`config.mk`:
```
export PLATFORM = sky130hd
export DESIGN_NAME = cartesian_to_polar_top
export DESIGN_NICKNAME = d
export VERILOG_FILES = /design/src/design/ctp_pkg.sv /design/src/design/cartesian_to_polar_top.sv /design/src/design/ctp_stage.sv
export SDC_FILE = /design/constraint.sdc
export NUM_CORES = 2
export LEC_CHECK = 0
export ABC_AREA = 1
export BUFFER_PORTS_ARGS = -buffer_cell sky130_fd_sc_hd__buf_4
export CAP_MARGIN = 20
export CORE_UTILIZATION = 60
export CTS_CLUSTER_DIAMETER = 100
export DETAILED_ROUTE_END_ITERATION = 8
export HOLD_SLACK_MARGIN = 0.05
export PLACE_DENSITY_LB_ADDON = 0.15
export SLEW_MARGIN = 20
export SYNTH_ARGS = -nofsm -noshare
export SYNTH_HDL_FRONTEND = slang
export SYNTH_SLANG_ARGS = --single-unit
```
`constraint.sdc`:
```
create_clock -name clk -period 12.6 [get_ports clk]
set_clock_uncertainty 0.05 [all_clocks]
set_input_delay 2.52 -clock clk [delete_from_list [all_inputs] [get_ports clk]]
set_output_delay 2.52 -clock clk [all_outputs]
set_load 0.02 [all_outputs]
```
`src/design/ctp_pkg.sv`:
```
// Shared types, constants and elaboration-time functions of the polar converter.
`default_nettype none

package ctp_pkg;

	localparam int GUARD_BITS  = 8;
	localparam int TABLE_SIZE  = 24;
	localparam int ANGLE_W     = 19;
	localparam int ATAN_W      = 17;
	localparam int KINV_W      = 20;
	localparam int ROUND_SHIFT = KINV_W + GUARD_BITS;
	localparam int OUT_W       = 16;
	localparam int HALF_PI_Q16 = 102944;
	localparam int PI_Q13      = 25736;

	typedef struct packed {
		logic valid;
		logic origin;
	} ctp_ctrl_t;

	// Elementary angles atan(2^-i) in Q.16 radians, rounded to nearest.
	function automatic logic [ATAN_W-1:0] atan_q16(input int step);
		case (step)
			0:       return 17'd51472;
			1:       return 17'd30386;
			2:       return 17'd16055;
			3:       return 17'd8150;
			4:       return 17'd4091;
			5:       return 17'd2047;
			6:       return 17'd1024;
			7:       return 17'd512;
			8:       return 17'd256;
			9:       return 17'd128;
			10:      return 17'd64;
			11:      return 17'd32;
			12:      return 17'd16;
			13:      return 17'd8;
			14:      return 17'd4;
			15:      return 17'd2;
			16:      return 17'd1;
			default: return 17'd0;
		endcase
	endfunction

	function automatic logic [63:0] isqrt64(input logic [63:0] n);
		logic [63:0] rem_v;
		logic [63:0] res_v;
		logic [63:0] bit_v;
		int k;
		rem_v = n;
		res_v = '0;
		bit_v = 64'd1 << 62;
		for (k = 0; k < 32; k++) begin
			if (bit_v > rem_v) begin
				bit_v = bit_v >> 2;
			end
		end
		for (k = 0; k < 32; k++) begin
			if (bit_v != '0) begin
				if (rem_v >= res_v + bit_v) begin
					rem_v = rem_v - (res_v + bit_v);
					res_v = (res_v >> 1) + bit_v;
				end else begin
					res_v = res_v >> 1;
				end
				bit_v = bit_v >> 2;
			end
		end
		return res_v;
	endfunction

	// Reciprocal of the CORDIC gain in Q20, worked out at elaboration with a
	// bit-by-bit restoring division.
	function automatic logic [KINV_W-1:0] gain_inv_q20(input int iterations);
		logic [63:0] p;
		logic [63:0] a;
		logic [63:0] num;
		logic [63:0] quo;
		logic [63:0] rem_v;
		int i;
		p = 64'd1 << 30;
		for (i = 0; i < TABLE_SIZE; i++) begin
			if (i < iterations) begin
				p = p + (p >> (2 * i));
			end
		end
		a = isqrt64(p << 30);
		if (a == '0) begin
			a = 64'd1;
		end
		num   = (64'd1 << 50) + (a >> 1);
		quo   = '0;
		rem_v = '0;
		for (i = 63; i >= 0; i--) begin
			rem_v = {rem_v[62:0], num[i]};
			if (rem_v >= a) begin
				rem_v  = rem_v - a;
				quo[i] = 1'b1;
			end
		end
		return quo[KINV_W-1:0];
	endfunction

endpackage

`default_nettype wire

```
`src/design/cartesian_to_polar_top.sv`:
```
// Pipelined CORDIC converter from a Cartesian point to magnitude and angle.
//
//   port group   dir   tdata fields (lowest bit first)
//   s_*          in    x_coord[15:0], y_coord[31:16]
//   m_*          out   magnitude[15:0], angle[31:16]
//
// One beat is taken per cycle while the output side does not stall; a result
// passes one quadrant stage, one stage per micro-rotation, a multiplier stage
// for the gain correction and the output register.
// Reset clears only the control bits (valid and origin) of the stages.
// Each stage moves on when it is empty or its successor moves, so a stall on
// the output side fills bubbles first and loses or repeats nothing.
`default_nettype none

module cartesian_to_polar_top
	import ctp_pkg::*;
#(
	parameter int ITERATIONS  = 16,
	parameter int COORD_WIDTH = 16
) (
	input  logic                 clk,
	input  logic                 arst_n,
	input  logic                 s_tvalid,
	output logic                 s_tready,
	input  logic [2*OUT_W-1:0]   s_tdata,  // x_coord[15:0], y_coord[31:16]
	output logic                 m_tvalid,
	input  logic                 m_tready,
	output logic [2*OUT_W-1:0]   m_tdata   // magnitude[15:0], angle[31:16]
);

	localparam int DATA_W = COORD_WIDTH + GUARD_BITS + 3;
	localparam int VAL_W  = DATA_W - GUARD_BITS;
	localparam int MAG_W  = DATA_W - 1;
	localparam int LO_W   = MAG_W / 2;
	localparam int HI_W   = MAG_W - LO_W;
	localparam int PLO_W  = LO_W + KINV_W;
	localparam int PHI_W  = HI_W + KINV_W;
	localparam int PROD_W = MAG_W + KINV_W;
	localparam int SUM_W  = (PROD_W + 1 > ROUND_SHIFT + OUT_W) ? PROD_W + 1
	                                                          : ROUND_SHIFT + OUT_W + 1;
	localparam logic [KINV_W-1:0]         KINV       = gain_inv_q20(ITERATIONS);
	localparam logic [SUM_W-1:0]          ROUND_HALF = SUM_W'(1) << (ROUND_SHIFT - 1);
	localparam logic signed [ANGLE_W-1:0] HALF_PI    = ANGLE_W'(HALF_PI_Q16);
	localparam logic signed [ANGLE_W-1:0] PI_LIM     = ANGLE_W'(PI_Q13);

	logic [OUT_W-1:0]          x_raw;
	logic [OUT_W-1:0]          y_raw;
	logic signed [DATA_W-1:0]  x_val;
	logic signed [DATA_W-1:0]  y_val;
	logic signed [DATA_W-1:0]  x_rot;
	logic signed [DATA_W-1:0]  y_rot;
	logic signed [ANGLE_W-1:0] z_rot;
	ctp_ctrl_t                 ctrl_in;

	ctp_ctrl_t                 ctrl_s1;
	logic signed [DATA_W-1:0]  x_s1;
	logic signed [DATA_W-1:0]  y_s1;
	logic signed [ANGLE_W-1:0] z_s1;

	ctp_ctrl_t                 ctrl_pl [ITERATIONS+1];
	logic signed [DATA_W-1:0]  x_pl    [ITERATIONS+1];
	logic signed [DATA_W-1:0]  y_pl    [ITERATIONS+1];
	logic signed [ANGLE_W-1:0] z_pl    [ITERATIONS+1];
	logic                      rdy     [ITERATIONS+1];

	logic [MAG_W-1:0]          xf;
	logic signed [ANGLE_W-1:0] z_rnd;
	logic signed [ANGLE_W-1:0] z_clamp;
	ctp_ctrl_t                 ctrl_sm;
	logic [PLO_W-1:0]          prod_lo_sm;
	logic [PHI_W-1:0]          prod_hi_sm;
	logic [OUT_W-1:0]          ang_sm;
	logic                      rdy_sm;

	logic [SUM_W-1:0]          mag_sum;
	logic [OUT_W-1:0]          mag_next;
	ctp_ctrl_t                 ctrl_so;
	logic [OUT_W-1:0]          mag_so;
	logic [OUT_W-1:0]          ang_so;
	logic                      rdy_so;

	assign x_raw = s_tdata[OUT_W-1:0];
	assign y_raw = s_tdata[2*OUT_W-1:OUT_W];

	// Coordinates are taken as COORD_WIDTH-bit two's complement (16-bit fields zero-extended
	// when COORD_WIDTH exceeds OUT_W) and scaled by the guard bits.
	if (COORD_WIDTH <= OUT_W) begin : g_narrow
		assign x_val = {{(VAL_W-COORD_WIDTH){x_raw[COORD_WIDTH-1]}},
		                x_raw[COORD_WIDTH-1:0], {GUARD_BITS{1'b0}}};
		assign y_val = {{(VAL_W-COORD_WIDTH){y_raw[COORD_WIDTH-1]}},
		                y_raw[COORD_WIDTH-1:0], {GUARD_BITS{1'b0}}};
	end else begin : g_wide
		assign x_val = {{(VAL_W-OUT_W){1'b0}}, x_raw, {GUARD_BITS{1'b0}}};
		assign y_val = {{(VAL_W-OUT_W){1'b0}}, y_raw, {GUARD_BITS{1'b0}}};
	end

	// Points in the left half plane are turned by a quarter turn first.
	always_comb begin
		if (x_val[DATA_W-1]) begin
			if (!y_val[DATA_W-1]) begin
				x_rot = y_val;
				y_rot = -x_val;
				z_rot = HALF_PI;
			end else begin
				x_rot = -y_val;
				y_rot = x_val;
				z_rot = -HALF_PI;
			end
		end else begin
			x_rot = x_val;
			y_rot = y_val;
			z_rot = '0;
		end
		ctrl_in.valid  = s_tvalid;
		ctrl_in.origin = (x_val == '0) && (y_val == '0);
	end

	assign s_tready = rdy[0];

	always_ff @(posedge clk or negedge arst_n) begin
		if (!arst_n) begin
			ctrl_s1 <= '0;
		end else if (rdy[0]) begin
			ctrl_s1 <= ctrl_in;
		end
	end

	always_ff @(posedge clk) begin
		if (rdy[0]) begin
			x_s1 <= x_rot;
			y_s1 <= y_rot;
			z_s1 <= z_rot;
		end
	end

	assign ctrl_pl[0] = ctrl_s1;
	assign x_pl[0]    = x_s1;
	assign y_pl[0]    = y_s1;
	assign z_pl[0]    = z_s1;

	for (genvar k = 0; k < ITERATIONS; k++) begin : g_iter
		assign rdy[k] = !ctrl_pl[k].valid || rdy[k+1];

		ctp_stage #(
			.DATA_W (DATA_W),
			.STEP   (k)
		) u_stage (
			.clk      (clk),
			.arst_n   (arst_n),
			.load     (rdy[k+1]),
			.in_ctrl  (ctrl_pl[k]),
			.in_x     (x_pl[k]),
			.in_y     (y_pl[k]),
			.in_z     (z_pl[k]),
			.out_ctrl (ctrl_pl[k+1]),
			.out_x    (x_pl[k+1]),
			.out_y    (y_pl[k+1]),
			.out_z    (z_pl[k+1])
		);
	end

	assign rdy[ITERATIONS] = !ctrl_pl[ITERATIONS].valid || rdy_sm;
	assign rdy_sm          = !ctrl_sm.valid || rdy_so;
	assign rdy_so          = !ctrl_so.valid || m_tready;

	// Gain correction is split in two half-width products; the angle is
	// rounded from Q.16 to Q.13 and clamped to the range of pi.
	assign xf = x_pl[ITERATIONS][DATA_W-1] ? '0 : x_pl[ITERATIONS][MAG_W-1:0];

	always_comb begin
		z_rnd = (z_pl[ITERATIONS] + ANGLE_W'(4)) >>> 3;
		if (z_rnd > PI_LIM) begin
			z_clamp = PI_LIM;
		end else if (z_rnd < -PI_LIM) begin
			z_clamp = -PI_LIM;
		end else begin
			z_clamp = z_rnd;
		end
	end

	always_ff @(posedge clk or negedge arst_n) begin
		if (!arst_n) begin
			ctrl_sm <= '0;
		end else if (rdy_sm) begin
			ctrl_sm <= ctrl_pl[ITERATIONS];
		end
	end

	always_ff @(posedge clk) begin
		if (rdy_sm) begin
			prod_lo_sm <= {{KINV_W{1'b0}}, xf[LO_W-1:0]} * {{LO_W{1'b0}}, KINV};
			prod_hi_sm <= {{KINV_W{1'b0}}, xf[MAG_W-1:LO_W]} * {{HI_W{1'b0}}, KINV};
			ang_sm     <= z_clamp[OUT_W-1:0];
		end
	end

	always_comb begin
		mag_sum = (SUM_W'(prod_hi_sm) << LO_W) + SUM_W'(prod_lo_sm) + ROUND_HALF;
		if (|mag_sum[SUM_W-1:ROUND_SHIFT+OUT_W]) begin
			mag_next = '1;
		end else begin
			mag_next = mag_sum[ROUND_SHIFT+OUT_W-1:ROUND_SHIFT];
		end
	end

	always_ff @(posedge clk or negedge arst_n) begin
		if (!arst_n) begin
			ctrl_so <= '0;
		end else if (rdy_so) begin
			ctrl_so <= ctrl_sm;
		end
	end

	always_ff @(posedge clk) begin
		if (rdy_so) begin
			if (ctrl_sm.origin) begin
				mag_so <= '0;
				ang_so <= '0;
			end else begin
				mag_so <= mag_next;
				ang_so <= ang_sm;
			end
		end
	end

	assign m_tvalid = ctrl_so.valid;
	assign m_tdata  = {ang_so, mag_so};

endmodule

`default_nettype wire

```
`src/design/ctp_stage.sv`:
```
// One vectoring micro-rotation of the CORDIC pipeline with its stage register.
`default_nettype none

module ctp_stage
	import ctp_pkg::*;
#(
	parameter int DATA_W = 27,
	parameter int STEP   = 0
) (
	input  logic                      clk,
	input  logic                      arst_n,
	input  logic                      load,
	input  ctp_ctrl_t                 in_ctrl,
	input  logic signed [DATA_W-1:0]  in_x,
	input  logic signed [DATA_W-1:0]  in_y,
	input  logic signed [ANGLE_W-1:0] in_z,
	output ctp_ctrl_t                 out_ctrl,
	output logic signed [DATA_W-1:0]  out_x,
	output logic signed [DATA_W-1:0]  out_y,
	output logic signed [ANGLE_W-1:0] out_z
);

	localparam logic signed [ANGLE_W-1:0] STEP_ANGLE = ANGLE_W'(atan_q16(STEP));

	logic signed [DATA_W-1:0]  xs;
	logic signed [DATA_W-1:0]  ys;
	logic signed [DATA_W-1:0]  x_next;
	logic signed [DATA_W-1:0]  y_next;
	logic signed [ANGLE_W-1:0] z_next;
	ctp_ctrl_t                 ctrl_q;
	logic signed [DATA_W-1:0]  x_q;
	logic signed [DATA_W-1:0]  y_q;
	logic signed [ANGLE_W-1:0] z_q;

	assign xs = in_x >>> STEP;
	assign ys = in_y >>> STEP;

	// Rotate towards the x axis: the sign of y picks the direction.
	always_comb begin
		if (!in_y[DATA_W-1]) begin
			x_next = in_x + ys;
			y_next = in_y - xs;
			z_next = in_z + STEP_ANGLE;
		end else begin
			x_next = in_x - ys;
			y_next = in_y + xs;
			z_next = in_z - STEP_ANGLE;
		end
	end

	always_ff @(posedge clk or negedge arst_n) begin
		if (!arst_n) begin
			ctrl_q <= '0;
		end else if (load) begin
			ctrl_q <= in_ctrl;
		end
	end

	always_ff @(posedge clk) begin
		if (load) begin
			x_q <= x_next;
			y_q <= y_next;
			z_q <= z_next;
		end
	end

	assign out_ctrl = ctrl_q;
	assign out_x    = x_q;
	assign out_y    = y_q;
	assign out_z    = z_q;

endmodule

`default_nettype wire

```
* Word level (Yosys, flattened, before mapping) *
Cells that the tools add are included.

cells by class
  $add $sub $neg = 98
  multipliers = 2
  div/mod/pow operators = 0
  $lt $le $gt $ge = 2
  eq/ne operators = 0
  shift operators = 0
  muxes and demuxes = 55
  bitwise logic cells = 1
  reduce and logical (&&, ||, !) cells = 45

operator list
  operator                                             count
  2-to-1 mux 27 bit                                    33
  2-to-1 mux 19 bit                                    17
  multiplier 13 x 20 -> 33 bit, second input constant  2
  adder 27 x 13 -> 27 bit                              2
  adder 27 x 14 -> 27 bit                              2
  adder 27 x 15 -> 27 bit                              2
  adder 27 x 16 -> 27 bit                              2
  adder 27 x 17 -> 27 bit                              2
  adder 27 x 18 -> 27 bit                              2
  adder 27 x 19 -> 27 bit                              2
  adder 27 x 20 -> 27 bit                              2
  adder 27 x 21 -> 27 bit                              2
  adder 27 x 22 -> 27 bit                              2
  adder 27 x 23 -> 27 bit                              2
  adder 27 x 24 -> 27 bit                              2
  adder 27 x 25 -> 27 bit                              2
  adder 27 x 26 -> 27 bit                              2
  zero test 27 bit                                     2
  negation 24 -> 27 bit                                2
  subtractor 27 x 13 -> 27 bit                         2
  subtractor 27 x 14 -> 27 bit                         2
  subtractor 27 x 15 -> 27 bit                         2
  subtractor 27 x 16 -> 27 bit                         2
  subtractor 27 x 17 -> 27 bit                         2
  other kinds (57)                                     109

storage, ports and cells
  bits in registers = 1,365
  bits in latches = 0
  memory bits (writable) = 0
  ROM bits = 0
  input port bits = 36
  output and inout bits = 34
  logic and storage cells = 298
  memories = 0

* Logic depth before layout (Yosys ltp) *
  depth in word-level cells = 20
  mapped depth = 27
  mapped depth without buffers = 27

* Modules after synthesis *
From an unflattened synthesis, not the netlist that was laid out.

unflattened totals
  cell total of the unflattened synthesis = 21,332
  area, all modules = 146,966.0 um^2

by module, submodules not included
  module                           instances  cells each  area an instance (um^2)  seq. area each (um^2)
  cartesian_to_polar_top           1          1,997       17,941.0                 4,389.2
  ctp_stage at g_iter[0].u_stage   1          1,328       8,660.8                  2,212.1
  ctp_stage at g_iter[2].u_stage   1          1,312       8,644.5                  2,242.2
  ctp_stage at g_iter[1].u_stage   1          1,340       8,539.4                  2,242.2
  ctp_stage at g_iter[4].u_stage   1          1,324       8,515.7                  2,242.2
  ctp_stage at g_iter[3].u_stage   1          1,303       8,509.4                  2,242.2
  ctp_stage at g_iter[5].u_stage   1          1,263       8,373.0                  2,242.2
  ctp_stage at g_iter[12].u_stage  1          1,164       7,892.6                  2,242.2
  ctp_stage at g_iter[13].u_stage  1          1,171       7,835.0                  2,242.2
  ctp_stage at g_iter[10].u_stage  1          1,154       7,825.0                  2,242.2
  ctp_stage at g_iter[14].u_stage  1          1,184       7,810.0                  2,242.2
  ctp_stage at g_iter[15].u_stage  1          1,170       7,788.7                  2,242.2
  ctp_stage at g_iter[11].u_stage  1          1,132       7,786.2                  2,242.2
  ctp_stage at g_iter[7].u_stage   1          1,110       7,742.4                  2,242.2
  3 more rows                      n/a        n/a         n/a                      n/a

* Least setup slack after synthesis *
No wires, ideal clock.

  path type = input to output
  from = in m_tready
  to = out s_tready
  arrival time = 10,936 ps
  data required time = 10,030 ps
  slack = -906 ps
  stages on the path = 10
  cell sequence = inv_1 -> nand4_4 -> nor2_1 -> nand4_2 -> nor2_2 -> nand4_2 -> nor2_1 -> nand4_1 -> nor2_1 -> nand4_1

on the way
  word-level cells in the longest chain between the ends = 19

RTL lines
  what                            line                           RTL
  start: declaration              cartesian_to_polar_top.sv:27   input logic m_tready,
  logical OR 1 bit                cartesian_to_polar_top.sv:164  assign rdy_so = !ctrl_so.valid || m_tready;
  logical OR 1 bit                cartesian_to_polar_top.sv:163  assign rdy_sm = !ctrl_sm.valid || rdy_so;
  logical OR 1 bit                cartesian_to_polar_top.sv:162  assign rdy[ITERATIONS] = !ctrl_pl[ITERATIONS].valid || rdy_sm;
  net g_iter[15].u_stage.load     ctp_stage.sv:12                input logic load,
  logical OR 1 bit (4 in series)  cartesian_to_polar_top.sv:142  assign rdy[k] = !ctrl_pl[k].valid || rdy[k+1];
  net g_iter[11].u_stage.load     ctp_stage.sv:12
  logical OR 1 bit (4 in series)  cartesian_to_polar_top.sv:142
  net g_iter[7].u_stage.load      ctp_stage.sv:12
  logical OR 1 bit (4 in series)  cartesian_to_polar_top.sv:142
  net g_iter[3].u_stage.load      ctp_stage.sv:12
  logical OR 1 bit (4 in series)  cartesian_to_polar_top.sv:142
  end: declaration                cartesian_to_polar_top.sv:24   output logic s_tready,

The timed path passes the listed nets, and every way through them passes these cells.

* Worst setup path in the final report *
Ends and elaborated chain as after synthesis.

==> impl_metrics.env <==
export IMPL_hold_buffers=0
export IMPL_portBuffers=69
export IMPL_cts_resized=0
export IMPL_synthAdderAreaFrac_pct=18.85
export IMPL_netlist_instances=12440
export IMPL_syn_cell_area_sq_um=107100
export IMPL_cap_violations=0
export IMPL_syn_area_per_cell_sq_um=8.608
export IMPL_cts_buffers_inserted=138
export IMPL_antenna_found_initial=5
export IMPL_grt_first_pass_wirelength_mm=462.0
export IMPL_crit_arrival_ns=6.97
export IMPL_synth_xor_area_share_pct=11.95
export IMPL_wire_per_inst_microns=19.63
export IMPL_end_kind="output pin"
export IMPL_cts_root_buf="clkbuf_16"
export IMPL_cts_tree="yes"
export IMPL_synth_compound_area_share_pct=12.32
export IMPL_fp_dieW_microns=424.5
export IMPL_final_layout_size_suffix_gt1_share_pct=3.215
export IMPL_holdPathStages=0
export IMPL_grt_max_degree=77
export IMPL_nets=14090
export IMPL_ys_types=67
export IMPL_num_vias=87880
export IMPL_synth_most_common_cell="nand2_1"
export IMPL_dieArea_sq_um=180200
export IMPL_clk_pin_slew_ns=0.06
export IMPL_period_needed_ns=9.537
export IMPL_hp_class="register to register"
export IMPL_ios=70
export IMPL_synth_top_area_share_pct=33.53
export IMPL_synth_warnings=0
export IMPL_tns_ns=0
export IMPL_postCtsSetupBuffers=0
export IMPL_rsz0062_at_grt="no"
export IMPL_area_growth_pct=7.517
export IMPL_dr_pass1_iters=9
export IMPL_yosys_area_top_type="edfxtp_1"
export IMPL_globalplace_congestion=0.9852
export IMPL_ys_flop_type="edfxtp_1"
export IMPL_dp_final_hpwl_mm=241.1
export IMPL_startpoint="m_tready"
export IMPL_crit_required_ns=10.03
export IMPL_tightest_slew_ns=1.082
export IMPL_hold_violations=0
export IMPL_async_flop_share_pct=3.001
export IMPL_std_cell_rows=154
export IMPL_synth_top_family_by_area="adder cells"
export IMPL_clk_latency_ns=0.80
export IMPL_synthMuxAreaShare_pct=0.05023
export IMPL_htree_levels=4
export IMPL_synthTopCellsByCount="nand2_1 (2036), inv_1 (1584), ha_1 (1249), a21oi_1 (1216), edfxtp_1 (1196)"
export IMPL_clock_fmax_mhz=104.9
export IMPL_ys_seq_elements=1233
export IMPL_worstHoldStart="g_iter[9].u_stage.out_z[1]"
export IMPL_synth_enable_flop_cells=1196
export IMPL_status="complete, no violations"
export IMPL_finalCritPeriodShare_pct=75.69
export IMPL_drv_slew=0
export IMPL_core_area_sq_um=176700
export IMPL_r2r_start="g_iter[15].u_stage.out_x[26]"
export IMPL_synth_simple_area_share_pct=16.42
export IMPL_dr_first_iter_drc_count=7176
export IMPL_startpoint_type="input port"
export IMPL_critPathMaxFanout=76
export IMPL_cts_sinks=1233
export IMPL_grt_ovfl_total=0
export IMPL_synth_yosys_seq_area_share_pct=34.40
export IMPL_vias_per_cell=5.847
export IMPL_slew_headroom_pct=27.90
export IMPL_rrSetupSlack_ns=6.09
export IMPL_detail_route_antenna_nets=0
export IMPL_worstSetupPathType="input port to output pin"
export IMPL_track_usage_pct=32.47
export IMPL_nFillCells=14760
export IMPL_r2r_cells=23
export IMPL_grt_pass1_vias=85360
export IMPL_cts_buffer_depth=3
export IMPL_wl_mm=295.1
export IMPL_initial_core_util_pct=60.62
export IMPL_finalSetupViolCount=0
export IMPL_synth_top_cells_by_area="edfxtp_1 (34%), ha_1 (15%), xor2_1 (8.0%)"
export IMPL_die_h_microns=424.5
export IMPL_drc=0
==> cells in the final DEF, fill, tap and decap left out, drive strengths merged, types with 50 or more instances in the layout <==
| cell type | instances |
|---|---|
| clkbuf | 163 |
| inv | 1608 |
| nand3 | 418 |
| nor3 | 315 |
| ha | 1249 |
| a21o | 53 |
| nor2 | 1076 |
| nand4 | 136 |
| fa | 228 |
| clkinv | 54 |
| xor2 | 984 |
| a21oi | 1216 |
| o21a | 70 |
| xnor2 | 477 |
| o31ai | 50 |
| o21ai | 681 |
| o21bai | 53 |
| nand2 | 2038 |
| nor4 | 94 |
| edfxtp | 1196 |
| buf | 107 |
| a31oi | 66 |
==> per-stage QoR <==
step | hold slack (ns) | util, % | setup WS (ns) | instance area [sq um] | cells
5_1_grt | 0.3726 | 65.17 | 2.750 | 115200 | 15030
3_3_place_gp | 0.3544 | 62.51 | 3.113 | 110500 | 14780
3_5_place_dp | 0.3545 | 62.51 | 3.027 | 110500 | 14780
2_1_floorplan | 0.3503 | - | 0.2513 | 107100 | 12440
4_1_cts | 0.3646 | 65.17 | 3.031 | 115100 | 15030
6_report | 0.3660 | 65.17 | 3.063 | 115200 | 15030
==> per-layer routing <==
layer	global-route usage, %	vias to the layer above	wire length (microns)
li1	-	42770	-
met4	12.57	4	12330
met1	42.79	41670	126500
met2	54.42	2831	138300
met3	4.020	599	17900
met5	0	-	27
==> sequential cells by signal (all words and copies together) (netlist names), 19 cells and up <==
register                 count
g_iter.u_stage.out_x       406
g_iter.u_stage.out_y       368
g_iter.u_stage.out_z       280
prod_hi_sm                  33
g_iter.u_stage.out_ctrl     32
prod_lo_sm                  20
x_s1                        19
y_s1                        19
==> cell type report <==
| type | count | area (sq um) | area share, % |
|---|---|---|---|
| timing repair buffer | 107 | 803.3 | 0.6975 |
| clock buffer | 163 | 3641 | 3.162 |
| antenna | 1 | 2.502 | 0.002173 |
| sequential | 1233 | 36840 | 31.99 |
| tap | 2340 | 2928 | 2.542 |
| inverter | 1595 | 5988 | 5.200 |
| clock inverter | 89 | 1059 | 0.9192 |
| multi-input combinational | 9502 | 63900 | 55.49 |
==> logic make-up (layout without fill, tap and decap cells) <==
kind of cell | after synthesis | after routing
xor gates and xnor gates | 1461 | 1461
buffers and inverters | 1708 | 1954
and+or+nand+nor | 4171 | 4171
AOI/OAI and AO/OA | 2386 | 2386
DFF | 1233 | 1233
muxes | 5 | 5
adders and majority gates | 1477 | 1477
other | 1 | 3
==> worst max-delay path: stages <==
cell     delay (ns)
buf_4          0.08
inv_1          0.11
nand4_4        0.10
buf_4          0.59
nor2_1         0.22
nand4_4        0.35
nor2_2         0.09
nand4_4        0.08
buf_4          0.76
nor2_1         0.08
nand4_1        0.14
buf_4          0.64
nor2_1         0.23
nand4_1        0.15
buf_4          0.47
buf_4          0.25
==> worst paths after layout <==
kind	to
min reg2reg	g_iter[10].u_stage.out_z[1]
max reg2reg	prod_hi_sm[29]
max in group asynchronous	g_iter[15].u_stage.out_ctrl[0]
max	s_tready
min in group asynchronous	ctrl_pl[33]
min	g_iter[10].u_stage.out_z[1]
Power is left out: the tool's default activity adds up to more than one toggle a clock period on the data nets, which glitch-free logic cannot reach.
